--- src/hdl/mcmp_pkg.sv ---
// shared types and constants for the midi channel message parser
`default_nettype none

package mcmp_pkg;

  // upper nibble of a status byte
  typedef enum logic [3:0] {
    KIND_NOTE_OFF  = 4'h8,
    KIND_NOTE_ON   = 4'h9,
    KIND_POLY_PRES = 4'hA,
    KIND_CTRL      = 4'hB,
    KIND_PROGRAM   = 4'hC,
    KIND_CHAN_PRES = 4'hD,
    KIND_BEND      = 4'hE,
    KIND_SYSTEM    = 4'hF
  } kind_t;

  // decoded command codes
  typedef enum logic [2:0] {
    CMD_KEY_OFF = 3'd0,
    CMD_KEY_ON  = 3'd1,
    CMD_CTRL    = 3'd2,
    CMD_PROGRAM = 3'd3,
    CMD_BEND    = 3'd4
  } cmd_t;

  localparam logic [6:0]  KeyOffVelocity = 7'h40;
  localparam logic [13:0] BendCenter     = 14'd8192;
  localparam logic [4:0]  NumPartsReset  = 5'd16;

  // one assembled channel message
  typedef struct packed {
    logic [7:0] status;
    logic [6:0] d1;
    logic [6:0] d2;
  } msg_t;

endpackage

`default_nettype wire

--- src/hdl/mcmp_byte_if.sv ---
// byte stream channel
`default_nettype none

interface mcmp_byte_if;
  logic       valid;
  logic       ready;
  logic [7:0] in_byte;

  modport source (output valid, output in_byte, input ready);
  modport sink (input valid, input in_byte, output ready);
endinterface

`default_nettype wire

--- src/hdl/mcmp_msg_if.sv ---
// decoded message result channel
`default_nettype none

interface mcmp_msg_if;
  logic               valid;
  logic               ready;
  logic [2:0]         command;
  logic [3:0]         part;
  logic [6:0]         note_or_number;
  logic [6:0]         velocity_or_value;
  logic signed [13:0] bend_value;

  modport source (output valid, output command, output part, output note_or_number,
                  output velocity_or_value, output bend_value, input ready);
  modport sink (input valid, input command, input part, input note_or_number,
                input velocity_or_value, input bend_value, output ready);
endinterface

`default_nettype wire

--- src/hdl/mcmp_cfg_if.sv ---
// configuration write channel for the part count
`default_nettype none

interface mcmp_cfg_if;
  logic       valid;
  logic       ready;
  logic [4:0] num_parts;

  modport source (output valid, output num_parts, input ready);
  modport sink (input valid, input num_parts, output ready);
endinterface

`default_nettype wire

--- src/hdl/mcmp_framer.sv ---
// byte framer: collects status and data bytes into complete channel messages
`default_nettype none

module mcmp_framer (
  input  wire logic     clk,
  input  wire logic     rst_n,
  mcmp_byte_if.sink     in_ch,
  output mcmp_pkg::msg_t msg,
  output logic          msg_valid,
  input  wire logic     msg_ready
);

  typedef enum logic [1:0] {
    ST_IDLE  = 2'd0,
    ST_WAIT1 = 2'd1,
    ST_WAIT2 = 2'd2
  } state_t;

  state_t         state_r, state_nxt;
  logic [7:0]     held_status_r, held_status_nxt;
  logic [6:0]     held_first_r, held_first_nxt;
  mcmp_pkg::msg_t msg_r, msg_nxt;
  logic           msg_valid_r, msg_valid_nxt;
  logic           in_acc;
  logic           is_status;
  logic           is_system;
  logic           emit;
  logic [3:0]     held_kind;

  assign in_ch.ready = !msg_valid_r || msg_ready;
  assign in_acc      = in_ch.valid && in_ch.ready;
  assign is_status   = in_ch.in_byte[7];
  assign is_system   = in_ch.in_byte[7:4] == mcmp_pkg::KIND_SYSTEM;
  assign held_kind   = held_status_r[7:4];

  // next state and message assembly
  always_comb begin
    state_nxt       = state_r;
    held_status_nxt = held_status_r;
    held_first_nxt  = held_first_r;
    msg_nxt         = msg_r;
    emit            = 1'b0;
    if (in_acc && !is_system) begin
      case (state_r)
        ST_WAIT1: begin
          if (!is_status) begin
            held_first_nxt = in_ch.in_byte[6:0];
            if (held_kind == mcmp_pkg::KIND_PROGRAM ||
                held_kind == mcmp_pkg::KIND_CHAN_PRES) begin
              emit      = 1'b1;
              msg_nxt   = '{status: held_status_r, d1: in_ch.in_byte[6:0], d2: 7'd0};
              state_nxt = ST_IDLE;
            end else begin
              state_nxt = ST_WAIT2;
            end
          end
        end
        ST_WAIT2: begin
          if (!is_status) begin
            emit      = 1'b1;
            msg_nxt   = '{status: held_status_r, d1: held_first_r, d2: in_ch.in_byte[6:0]};
            state_nxt = ST_IDLE;
          end
        end
        default: begin
          if (is_status) begin
            held_status_nxt = in_ch.in_byte;
            state_nxt       = ST_WAIT1;
          end else begin
            state_nxt = ST_IDLE;
          end
        end
      endcase
    end
    if (emit) begin
      msg_valid_nxt = 1'b1;
    end else if (msg_ready) begin
      msg_valid_nxt = 1'b0;
    end else begin
      msg_valid_nxt = msg_valid_r;
    end
  end

  // state and message register
  always_ff @(posedge clk) begin
    if (!rst_n) begin
      state_r       <= ST_IDLE;
      held_status_r <= 8'd0;
      held_first_r  <= 7'd0;
      msg_valid_r   <= 1'b0;
    end else begin
      state_r       <= state_nxt;
      held_status_r <= held_status_nxt;
      held_first_r  <= held_first_nxt;
      msg_valid_r   <= msg_valid_nxt;
    end
    msg_r <= msg_nxt;
  end

  assign msg       = msg_r;
  assign msg_valid = msg_valid_r;

`ifndef NO_ASSERTIONS
  // a waiting state always holds a real status byte
  a_held_is_status: assert property (@(posedge clk) disable iff (!rst_n)
    state_r != ST_IDLE |-> held_status_r[7])
    else $error("framer waits with a non-status byte held");

  // a second data byte completes the message
  a_wait2_done: assert property (@(posedge clk) disable iff (!rst_n)
    (in_acc && state_r == ST_WAIT2 && !is_status)
      |=> (state_r == ST_IDLE && msg_valid_r))
    else $error("second data byte did not complete a message");

  // an emitted message carries a channel status
  a_msg_status: assert property (@(posedge clk) disable iff (!rst_n)
    msg_valid_r |-> (msg_r.status[7] && msg_r.status[7:4] != mcmp_pkg::KIND_SYSTEM))
    else $error("message without channel status");
`endif

endmodule

`default_nettype wire

--- src/hdl/mcmp_decoder.sv ---
// message decoder with part filter, part-count register and result register
`default_nettype none

module mcmp_decoder (
  input  wire logic            clk,
  input  wire logic            rst_n,
  input  wire mcmp_pkg::msg_t  msg,
  input  wire logic            msg_valid,
  output logic                 msg_ready,
  mcmp_cfg_if.sink             cfg_ch,
  mcmp_msg_if.source           out_ch
);

  logic [4:0]         num_parts_r;
  logic               out_valid_r, out_valid_nxt;
  logic [2:0]         command_r, command_nxt;
  logic [3:0]         part_r;
  logic [6:0]         note_r, note_nxt;
  logic [6:0]         vel_r, vel_nxt;
  logic signed [13:0] bend_r, bend_nxt;
  logic               take;
  logic               hit;
  logic               part_ok;
  logic [3:0]         kind;

  assign cfg_ch.ready = 1'b1;
  assign msg_ready    = !out_valid_r || out_ch.ready;
  assign take         = msg_valid && msg_ready;
  assign kind         = msg.status[7:4];
  assign part_ok      = {1'b0, msg.status[3:0]} < num_parts_r;

  // decode one message into result fields
  always_comb begin
    hit         = 1'b0;
    command_nxt = mcmp_pkg::CMD_KEY_OFF;
    note_nxt    = msg.d1;
    vel_nxt     = msg.d2;
    bend_nxt    = 14'sd0;
    case (kind)
      mcmp_pkg::KIND_NOTE_OFF: begin
        hit = 1'b1;
      end
      mcmp_pkg::KIND_NOTE_ON: begin
        hit = 1'b1;
        if (msg.d2 == 7'd0) begin
          vel_nxt = mcmp_pkg::KeyOffVelocity;
        end else begin
          command_nxt = mcmp_pkg::CMD_KEY_ON;
        end
      end
      mcmp_pkg::KIND_CTRL: begin
        hit         = 1'b1;
        command_nxt = mcmp_pkg::CMD_CTRL;
      end
      mcmp_pkg::KIND_PROGRAM: begin
        hit         = 1'b1;
        command_nxt = mcmp_pkg::CMD_PROGRAM;
        vel_nxt     = 7'd0;
      end
      mcmp_pkg::KIND_BEND: begin
        hit         = 1'b1;
        command_nxt = mcmp_pkg::CMD_BEND;
        note_nxt    = 7'd0;
        vel_nxt     = 7'd0;
        bend_nxt    = $signed({msg.d2, msg.d1} - mcmp_pkg::BendCenter);
      end
      default: begin
        hit = 1'b0;
      end
    endcase
    hit = hit && part_ok;
    if (take) begin
      out_valid_nxt = hit;
    end else if (out_ch.ready) begin
      out_valid_nxt = 1'b0;
    end else begin
      out_valid_nxt = out_valid_r;
    end
  end

  // part count and result register
  always_ff @(posedge clk) begin
    if (!rst_n) begin
      num_parts_r <= mcmp_pkg::NumPartsReset;
      out_valid_r <= 1'b0;
    end else begin
      if (cfg_ch.valid) begin
        num_parts_r <= cfg_ch.num_parts;
      end
      out_valid_r <= out_valid_nxt;
    end
    if (take) begin
      command_r <= command_nxt;
      part_r    <= msg.status[3:0];
      note_r    <= note_nxt;
      vel_r     <= vel_nxt;
      bend_r    <= bend_nxt;
    end
  end

  assign out_ch.valid             = out_valid_r;
  assign out_ch.command           = command_r;
  assign out_ch.part              = part_r;
  assign out_ch.note_or_number    = note_r;
  assign out_ch.velocity_or_value = vel_r;
  assign out_ch.bend_value        = bend_r;

`ifndef NO_ASSERTIONS
  // only pitch bend carries a bend value
  a_bend_zero: assert property (@(posedge clk) disable iff (!rst_n)
    (out_valid_r && command_r != mcmp_pkg::CMD_BEND) |-> bend_r == 14'sd0)
    else $error("bend value set on a non-bend result");

  // key on never has zero velocity
  a_key_on_vel: assert property (@(posedge clk) disable iff (!rst_n)
    (out_valid_r && command_r == mcmp_pkg::CMD_KEY_ON) |-> vel_r != 7'd0)
    else $error("key on with zero velocity");
`endif

endmodule

`default_nettype wire

--- src/hdl/midi_channel_message_parser.sv ---
// Top level of the MIDI channel message parser.
// in_ch carries one raw MIDI byte per request (valid/ready, accepted when
// both are high). System bytes 0xF0-0xFF are dropped; a status byte opens
// a message when idle, program change and channel pressure close after one
// data byte, the other kinds after two. Stray bytes are dropped.
// out_ch carries one decoded result per completed message whose part is
// below num_parts: key off, key on, control change, program change or
// pitch bend. Pressure messages give no result.
// cfg_ch writes num_parts (reset 16); it is always ready.
// Throughput: one byte per cycle while in_ch.ready is high. The framer
// registers a completed message in the message register on the edge that
// accepts its last byte; the decoder then moves it into the result
// register once that register is empty or out_ch.ready is high.
// Stalls: the message register and the result register form two stages;
// in_ch.ready drops only when both hold data and out_ch.ready is low.
// Reset (rst_n low, synchronous) returns the framer to idle, empties both
// stages and sets num_parts to 16.
`default_nettype none

module midi_channel_message_parser (
  input  wire logic  clk,
  input  wire logic  rst_n,
  mcmp_byte_if.sink  in_ch,
  mcmp_cfg_if.sink   cfg_ch,
  mcmp_msg_if.source out_ch
);

  mcmp_pkg::msg_t msg;
  logic           msg_valid;
  logic           msg_ready;

  // byte framing
  mcmp_framer u_framer (
    .clk       (clk),
    .rst_n     (rst_n),
    .in_ch     (in_ch),
    .msg       (msg),
    .msg_valid (msg_valid),
    .msg_ready (msg_ready)
  );

  // decoding and result register
  mcmp_decoder u_decoder (
    .clk       (clk),
    .rst_n     (rst_n),
    .msg       (msg),
    .msg_valid (msg_valid),
    .msg_ready (msg_ready),
    .cfg_ch    (cfg_ch),
    .out_ch    (out_ch)
  );

endmodule

`default_nettype wire
--- src/flat_wrapper.sv ---
// flat-port wrapper written by rule: the top's interface ports become plain ports
module midi_channel_message_parser_flat 
  (clk, rst_n, in_ch_valid, in_ch_in_byte, in_ch_ready, cfg_ch_valid, cfg_ch_num_parts, cfg_ch_ready, out_ch_valid, out_ch_command, out_ch_part, out_ch_note_or_number, out_ch_velocity_or_value, out_ch_bend_value, out_ch_ready);
  mcmp_byte_if in_ch_i ();
  mcmp_cfg_if cfg_ch_i ();
  mcmp_msg_if out_ch_i ();
  input  wire logic clk;
  input  wire logic rst_n;
  input wire logic [$bits(in_ch_i.valid)-1:0] in_ch_valid;
  input wire logic [$bits(in_ch_i.in_byte)-1:0] in_ch_in_byte;
  output wire logic [$bits(in_ch_i.ready)-1:0] in_ch_ready;
  input wire logic [$bits(cfg_ch_i.valid)-1:0] cfg_ch_valid;
  input wire logic [$bits(cfg_ch_i.num_parts)-1:0] cfg_ch_num_parts;
  output wire logic [$bits(cfg_ch_i.ready)-1:0] cfg_ch_ready;
  output wire logic [$bits(out_ch_i.valid)-1:0] out_ch_valid;
  output wire logic [$bits(out_ch_i.command)-1:0] out_ch_command;
  output wire logic [$bits(out_ch_i.part)-1:0] out_ch_part;
  output wire logic [$bits(out_ch_i.note_or_number)-1:0] out_ch_note_or_number;
  output wire logic [$bits(out_ch_i.velocity_or_value)-1:0] out_ch_velocity_or_value;
  output wire logic [$bits(out_ch_i.bend_value)-1:0] out_ch_bend_value;
  input wire logic [$bits(out_ch_i.ready)-1:0] out_ch_ready;
  assign in_ch_i.valid = in_ch_valid;
  assign in_ch_i.in_byte = in_ch_in_byte;
  assign in_ch_ready = in_ch_i.ready;
  assign cfg_ch_i.valid = cfg_ch_valid;
  assign cfg_ch_i.num_parts = cfg_ch_num_parts;
  assign cfg_ch_ready = cfg_ch_i.ready;
  assign out_ch_valid = out_ch_i.valid;
  assign out_ch_command = out_ch_i.command;
  assign out_ch_part = out_ch_i.part;
  assign out_ch_note_or_number = out_ch_i.note_or_number;
  assign out_ch_velocity_or_value = out_ch_i.velocity_or_value;
  assign out_ch_bend_value = out_ch_i.bend_value;
  assign out_ch_i.ready = out_ch_ready;
  midi_channel_message_parser u_core (.clk(clk), .rst_n(rst_n), .in_ch(in_ch_i), .cfg_ch(cfg_ch_i), .out_ch(out_ch_i));
endmodule
--- config.mk ---
export PLATFORM = sky130hd
export DESIGN_NAME = midi_channel_message_parser_flat
export DESIGN_NICKNAME = d
export VERILOG_FILES = /design/src/hdl/mcmp_pkg.sv /design/src/hdl/mcmp_byte_if.sv /design/src/hdl/mcmp_msg_if.sv /design/src/hdl/mcmp_cfg_if.sv /design/src/hdl/mcmp_framer.sv /design/src/hdl/mcmp_decoder.sv /design/src/hdl/midi_channel_message_parser.sv /design/src/flat_wrapper.sv
export SDC_FILE = /design/constraint.sdc
export NUM_CORES = 1
export LEC_CHECK = 0
export ABC_AREA = 1
export BUFFER_PORTS_ARGS = -buffer_cell sky130_fd_sc_hd__buf_2
export CAP_MARGIN = 20
export CORE_MARGIN = 8
export CORE_UTILIZATION = 40
export DETAILED_ROUTE_END_ITERATION = 7
export GPL_TIMING_DRIVEN = 0
export MAX_ROUTING_LAYER = met4
export PLACE_DENSITY_LB_ADDON = 0.08
export SLEW_MARGIN = 20
export SYNTH_ARGS = -nofsm -noshare
export SYNTH_HDL_FRONTEND = slang
export SYNTH_SLANG_ARGS = --single-unit
export TNS_END_PERCENT = 1
--- constraint.sdc ---
create_clock -name clk -period 4.27 [get_ports clk]
set_input_delay 0.427 -clock clk [delete_from_list [all_inputs] [get_ports clk]]
set_output_delay 0.427 -clock clk [all_outputs]
set_load 0.01 [all_outputs]
==> impl_metrics.json, run 1 <==
{
  "synthTopCellsByArea": "edfxtp_1 51%, dfxtp_1 14%, inv_1 7.1%",
  "drv_cap": 0,
  "clockBufferDepth": 2,
  "crit_chain": "inv_1 > ha_1 > buf_2 > inv_1 > a31oi_1 > nor3_2 > buf_6 > buf_4",
  "slew_headroom": 0.580,
  "clock_latency_ns": 0.35,
  "fin_crit_sh": 0.515,
  "place.gp.congestion": 0.804,
  "clock-sinks": 81,
  "slew_violations": 0,
  "ant_nets": 0,
  "drt_wl_total_um": 6580,
  "critical_path_class": "reg2reg",
  "crit_top_cell": "inv_1",
  "drt-vias-per-instance": 4.47,
  "antenna_found_initial": 0,
  "grt-ovfl-total": 0,
  "hold-path-endpoint": "u_core.u_decoder.num_parts_r[4]$_SDFFE_PN1P_",
  "io_buffers": 54,
  "required_ns": 4.32,
  "drc": 0,
  "grt_setup_unrepaired": "false",
  "crit_path_max_incr_delay_ns": 0.57,
  "reg2reg_depth": 8,
  "leakagePower_uw": 0.00172,
  "die_h_um": 107,
  "final_area_um2": 4010,
  "wl_per_cell_um": 13.0,
  "groute.usage.overall": 0.123,
  "cts_tree": "done",
  "cp-start-kind": "flop",
  "path_delay_family": "buffers and inverters",
  "yosysSeqAreaShare": 0.658,
  "yosysTopAreaCellShare": 0.514,
  "instances_no_fill": 507,
  "crit_path_top_delay_cell": "nor3_2",
  "numCtsBuffers": 9,
  "multi_input_area_um2": 856,
  "post_cts_buffers": 0,
  "skew_ns": 0.00986,
  "syn_to_final_growth_pct": 20.5,
  "cp.depth": 8,
  "drtIter0Drc": 79,
  "clk_pin_slew_ns": 0.08,
  "yosysTopAreaCell": "edfxtp_1",
  "grt_pass1_wl_um": 10700,
  "ys_types": 27,
  "fp.coreArea_um2": 8130,
  "path_buf_inv": 5,
  "fin_crit_ns": 2.20,
  "peakVddDrop_v": 0.000161,
  "reg2reg_from": "u_core.u_framer.state_r[1]$_SDFFE_PN0P_",
  "synth_top_cells_by_count": "63 x inv_1, 57 x edfxtp_1, 55 x nand2_1",
  "regArea_um2": 2190,
  "cts_resized": 0,
  "drt_pass1_iterations": 4,
  "cp.arrival_ns": 2.25,
  "cts_root_buffer": "clkbuf_8",
  "layout-drive-gt1-share": 0.224,
  "setup_viol": 0,
  "fmax_mhz": 455,
  "ios": 56,
  "power.density_nw_per_um2": 387,
  "start_util": 0.410,
  "die_x_um": 107,
  "dp_hpwl_um": 4820,
  "async_flop_share": 0,
  "nFillCells": 783,
  "rows": 33,
  "grt_max_degree": 26,
  "syn_inst": 329,
  "holdPathStages": 3,
  "path_max_fanout": 10,
  "h-tree-depth": 3,
  "synth_ff_type": "edfxtp_1",
  "dieArea_um2": 11500,
  "place_inst": 491,
  "status": "complete, no violations",
  "r2r_slack_ns": 2.07,
  "diodes": 0,
  "placed_cell_area_um2": 3800,
  "synth_edf_count": 57,
  "synth.cell_area_um2": 3330,
  "synth.most_common_cell": "inv_1",
  "startpoint": "u_core.u_framer.state_r[1]$_SDFFE_PN0P_",
  "hold_viol": 0,
  "synth-seq-cells": 81,
  "cts.hold.buffers_added": 0,
  "holdWs_ns": 0.290,
  "r2r-end": "u_core.u_framer.msg[6]$_SDFFCE_PP0P_",
  "yosysWarnings": 0,
  "syn_nets": 352,
  "vias": 2268,
  "worst_slew_pin_slew_ns": 0.627,
  "syn_avg_cell_area_um2": 10.1,
  "hp-start": "cfg_ch_num_parts[4]",
  "grt_pass1_vias": 2201,
  "cp-end-kind": "flop",
  "tns_ns": 0,
  "num-nets-final": 420,
  "hold_path_class": "in2reg"
}
## cells by family after synthesis
group | share of synthesized area
AOI/OAI and AO/OA | 0.0560
adders and majority gates | 0.0188
buffers and inverters | 0.0901
DFF | 0.658
other | 0.00113
and+or+nand+nor | 0.176
## worst min-delay path: cells and delay by family
family | cells | cell delay [ns]
and+or+nand+nor | 2 | 0.10
buffers and inverters | 1 | 0.07
## through the flow
| step | util | worst slack, ns | power [uW] |
|---|---|---|---|
| 6_report | 0.493 | 2.07 | 1550 |
| 5_1_grt | 0.493 | 1.92 | 1610 |
| 4_1_cts | 0.493 | 2.03 | 1570 |
| 3_5_place_dp | 0.467 | 2.02 | 958 |
| 3_3_place_gp | 0.459 | -0.533 | 955 |
| 2_1_floorplan | - | 0.758 | 927 |
## report_power, final
part | total (uW) | internal (uW) | switching (uW) | leakage (uW)
sequential | 855 | 848 | 6.93 | 0.000724
clock | 614 | 333 | 281 | 0.000107
combinational | 84.0 | 29.0 | 55.0 | 0.000886
## worst max-delay path by stage
stage / to / slack (ns)
after floorplan: u_core.u_decoder.out_ch.bend_value[0]$_SDFFCE_PP0P_ / 0.76
after global placement: u_core.u_decoder.out_ch.note_or_number[0]$_SDFFCE_PN0P_ / -0.53
after detailed placement: u_core.u_framer.msg[0]$_SDFFCE_PP0P_ / 2.02
after CTS: u_core.u_framer.msg[0]$_SDFFCE_PP0P_ / 2.03
after global routing: u_core.u_framer.msg[6]$_SDFFCE_PP0P_ / 1.92
final: u_core.u_framer.msg[6]$_SDFFCE_PP0P_ / 2.07
## sequential cells by signal (all words and copies together), names as in the netlist
register	flops
u_core.u_framer.msg	22
u_core.u_decoder.out_ch.bend_value	14
u_core.u_framer.held_status_r	8
u_core.u_decoder.out_ch.note_or_number	7
u_core.u_decoder.out_ch.velocity_or_value	7
u_core.u_framer.held_first_r	7
u_core.u_decoder.num_parts_r	5
u_core.u_decoder.out_ch.part	4
u_core.u_decoder.out_ch.command	3
u_core.u_framer.state_r	2
u_core.u_decoder.out_ch.valid	1
u_core.u_framer.msg_valid	1
## metal layers
layer	GRT usage	part of all wire
met5	-	0
met4	0.0693	0.020
met3	0.0269	0.048
met2	0.186	0.46
met1	0.150	0.47
## cell usage in the layout, fill, tap and decap left out, types with 2 or more instances in the layout
cell	synthesis	layout
clkbuf_8	0	9
nand4_1	10	10
ha_1	5	5
clkinv_1	2	2
clkbuf_1	3	4
nor2_1	41	41
buf_6	1	2
inv_2	3	3
buf_2	3	57
dfxtp_1	24	24
nor2_4	2	2
nand2_2	2	2
nand3_1	13	13
buf_4	1	2
o21ai_0	16	16
bufinv_16	0	2
inv_6	0	2
a21oi_1	17	17
nand2_1	55	55
nand3_2	2	2
edfxtp_1	57	57
inv_1	63	63
## final cells by class
class	instances	area share
clock buffers	10	0.0318
flip-flops and latches	81	0.546
repair buffers	57	0.0789
well taps	105	0.0327
inverters	68	0.0636
clock inverters	6	0.0224
multi-input cells	172	0.213
plain buffers	8	0.0112
No activity file was read; power rests on OpenSTA's default activity.
==> run 2, diff against run 1 <==
- clock period: 4.27 -> 2.3 ns (I/O delays scaled with it)
==> run 2 against run 1 <==
Maximum frequency rose by 15%. Critical endpoint is now u_core.u_framer.msg[4]$_SDFFCE_PP0P_. Via count fell by 0.71%. Utilization rose by 0.062 points.
==> impl_metrics.json, run 2 (synthesis gave the netlist of run 1 again) <==
{
  "grt_pass1_wl_um": 11100,
  "ant_nets": 0,
  "worst_slew_pin_slew_ns": 0.503,
  "io_buffers": 54,
  "fin_crit_sh": 0.829,
  "grt-ovfl-total": 0,
  "leakagePower_uw": 0.00171,
  "drc": 0,
  "post_cts_buffers": 0,
  "clk_pin_slew_ns": 0.08,
  "power_switching_uw": 641,
  "final_area_um2": 4020,
  "final_common_cell": "inv_1",
  "die_x_um": 107,
  "fp.coreArea_um2": 8130,
  "cp-end-kind": "flop",
  "p_comb_frac": 0.054,
  "most-common-layout-cells": "63 x inv_1, 57 x buf_2, 57 x edfxtp_1",
  "grt_max_degree": 25,
  "slew_headroom": 0.664,
  "h-tree-depth": 3,
  "drt_pass1_iterations": 4,
  "setup_viol": 0,
  "largest_reg_flops": 22,
  "power.density_nw_per_um2": 718,
  "dp_hpwl_um": 4860,
  "grt_setup_unrepaired": "false",
  "skew_ns": 0.0106,
  "p_int_uw": 2240,
  "clkPwrFrac": 0.395,
  "fin_crit_ns": 1.91,
  "cp-start-kind": "flop",
  "placed_cell_area_um2": 3800,
  "finalWorstSetupSlack_ns": 0.394,
  "nFillCells": 797,
  "drv_cap": 0,
  "critical_path_class": "reg2reg",
  "pwr-share-seq": 0.550,
  "required_ns": 2.35,
  "post-route-util": 0.494,
  "clockBufferDepth": 2,
  "hold_viol": 0,
  "start_util": 0.410,
  "wl_per_cell_um": 12.9,
  "drt_wl_total_um": 6530,
  "r2r_slack_ns": 0.39,
  "ios": 56,
  "groute.usage.overall": 0.126,
  "syn_to_final_growth_pct": 20.6,
  "grt_pass1_vias": 2271,
  "peakVddDrop_v": 0.000329,
  "drt-vias-per-instance": 4.45,
  "cts.hold.buffers_added": 0,
  "cts_root_buffer": "clkbuf_8",
  "rows": 33,
  "antenna_found_initial": 0,
  "holdWs_ns": 0.0954,
  "path_max_fanout": 17,
  "fmax_mhz": 525,
  "cts_resized": 0,
  "clock-sinks": 81,
  "drtIter0Drc": 95,
  "cp.arrival_ns": 1.95,
  "layout-drive-gt1-share": 0.222,
  "place.gp.congestion": 0.786,
  "swShare": 0.222,
  "cts_tree": "done",
  "dieArea_um2": 11500,
  "numCtsBuffers": 9,
  "slew_violations": 0,
  "diodes": 0,
  "vias": 2252,
  "clock_latency_ns": 0.35,
  "status": "complete, no violations",
  "die_h_um": 107,
  "hold_path_class": "in2reg",
  "num-nets-final": 419,
  "post-place-ws_ns": 0.393
}
run 2: per-layer routing:
| metal | part of all wire | wire length, um | track usage | up-vias |
|---|---|---|---|---|
| li1 | - | - | - | 1191 |
| met1 | 0.47 | 3050 | 0.153 | 1005 |
| met2 | 0.47 | 3040 | 0.195 | 45 |
| met3 | 0.051 | 332 | 0.0311 | 11 |
| met4 | 0.017 | 108 | 0.0603 | 0 |
| met5 | 0 | 0 | - | - |
run 2: worst paths after layout:
path,start,endpoint,depth (start not counted)
setup / recovery,u_core.u_framer.state_r[1]$_SDFFE_PN0P_,u_core.u_framer.msg[4]$_SDFFCE_PP0P_,7
hold / removal,cfg_ch_num_parts[4],u_core.u_decoder.num_parts_r[4]$_SDFFE_PN1P_,3
setup reg to reg,u_core.u_framer.state_r[1]$_SDFFE_PN0P_,u_core.u_framer.msg[4]$_SDFFCE_PP0P_,7
hold reg to reg,u_core.u_framer.held_status_r[4]$_SDFFE_PN0P_,u_core.u_framer.msg[18]$_DFFE_PP_,0
run 2: power groups by stage:
stage,clock network [uW],logic [uW],registers [uW]
3_5_place_dp,0,158,1620
2_1_floorplan,0,104,1620
4_1_cts,1170,159,1590
6_report,1140,157,1590
3_3_place_gp,0,152,1620
5_1_grt,1230,183,1590
run 2: metrics by stage:
step	setup TNS [ns]	power [uW]	std cells
CTS	0	2920	506
global placement	-40.89	1770	488
floorplan	-7.65	1720	329
global route	0	3000	506
finish	0	2880	506
detailed placement	0	1780	490
run 2: worst max-delay path: stages (launching register included):
cell and delay, ns:
dfxtp_1 0.36, inv_1 0.05, ha_1 0.16, buf_2 0.19, inv_1 0.09, a31oi_1 0.08
nor3_4 0.44, buf_8 0.23
run 2: layout make-up:
cell class	instances	area, um2	share of cell area
Sequential cell	81	2190	0.545
Multi-Input combinational cell	172	862	0.215
Timing Repair Buffer	56	313	0.0778
Inverter	68	255	0.0635
Tap cell	105	131	0.0327
Clock buffer	10	128	0.0318
Clock inverter	6	92.6	0.0230
Buffer	8	45.0	0.0112
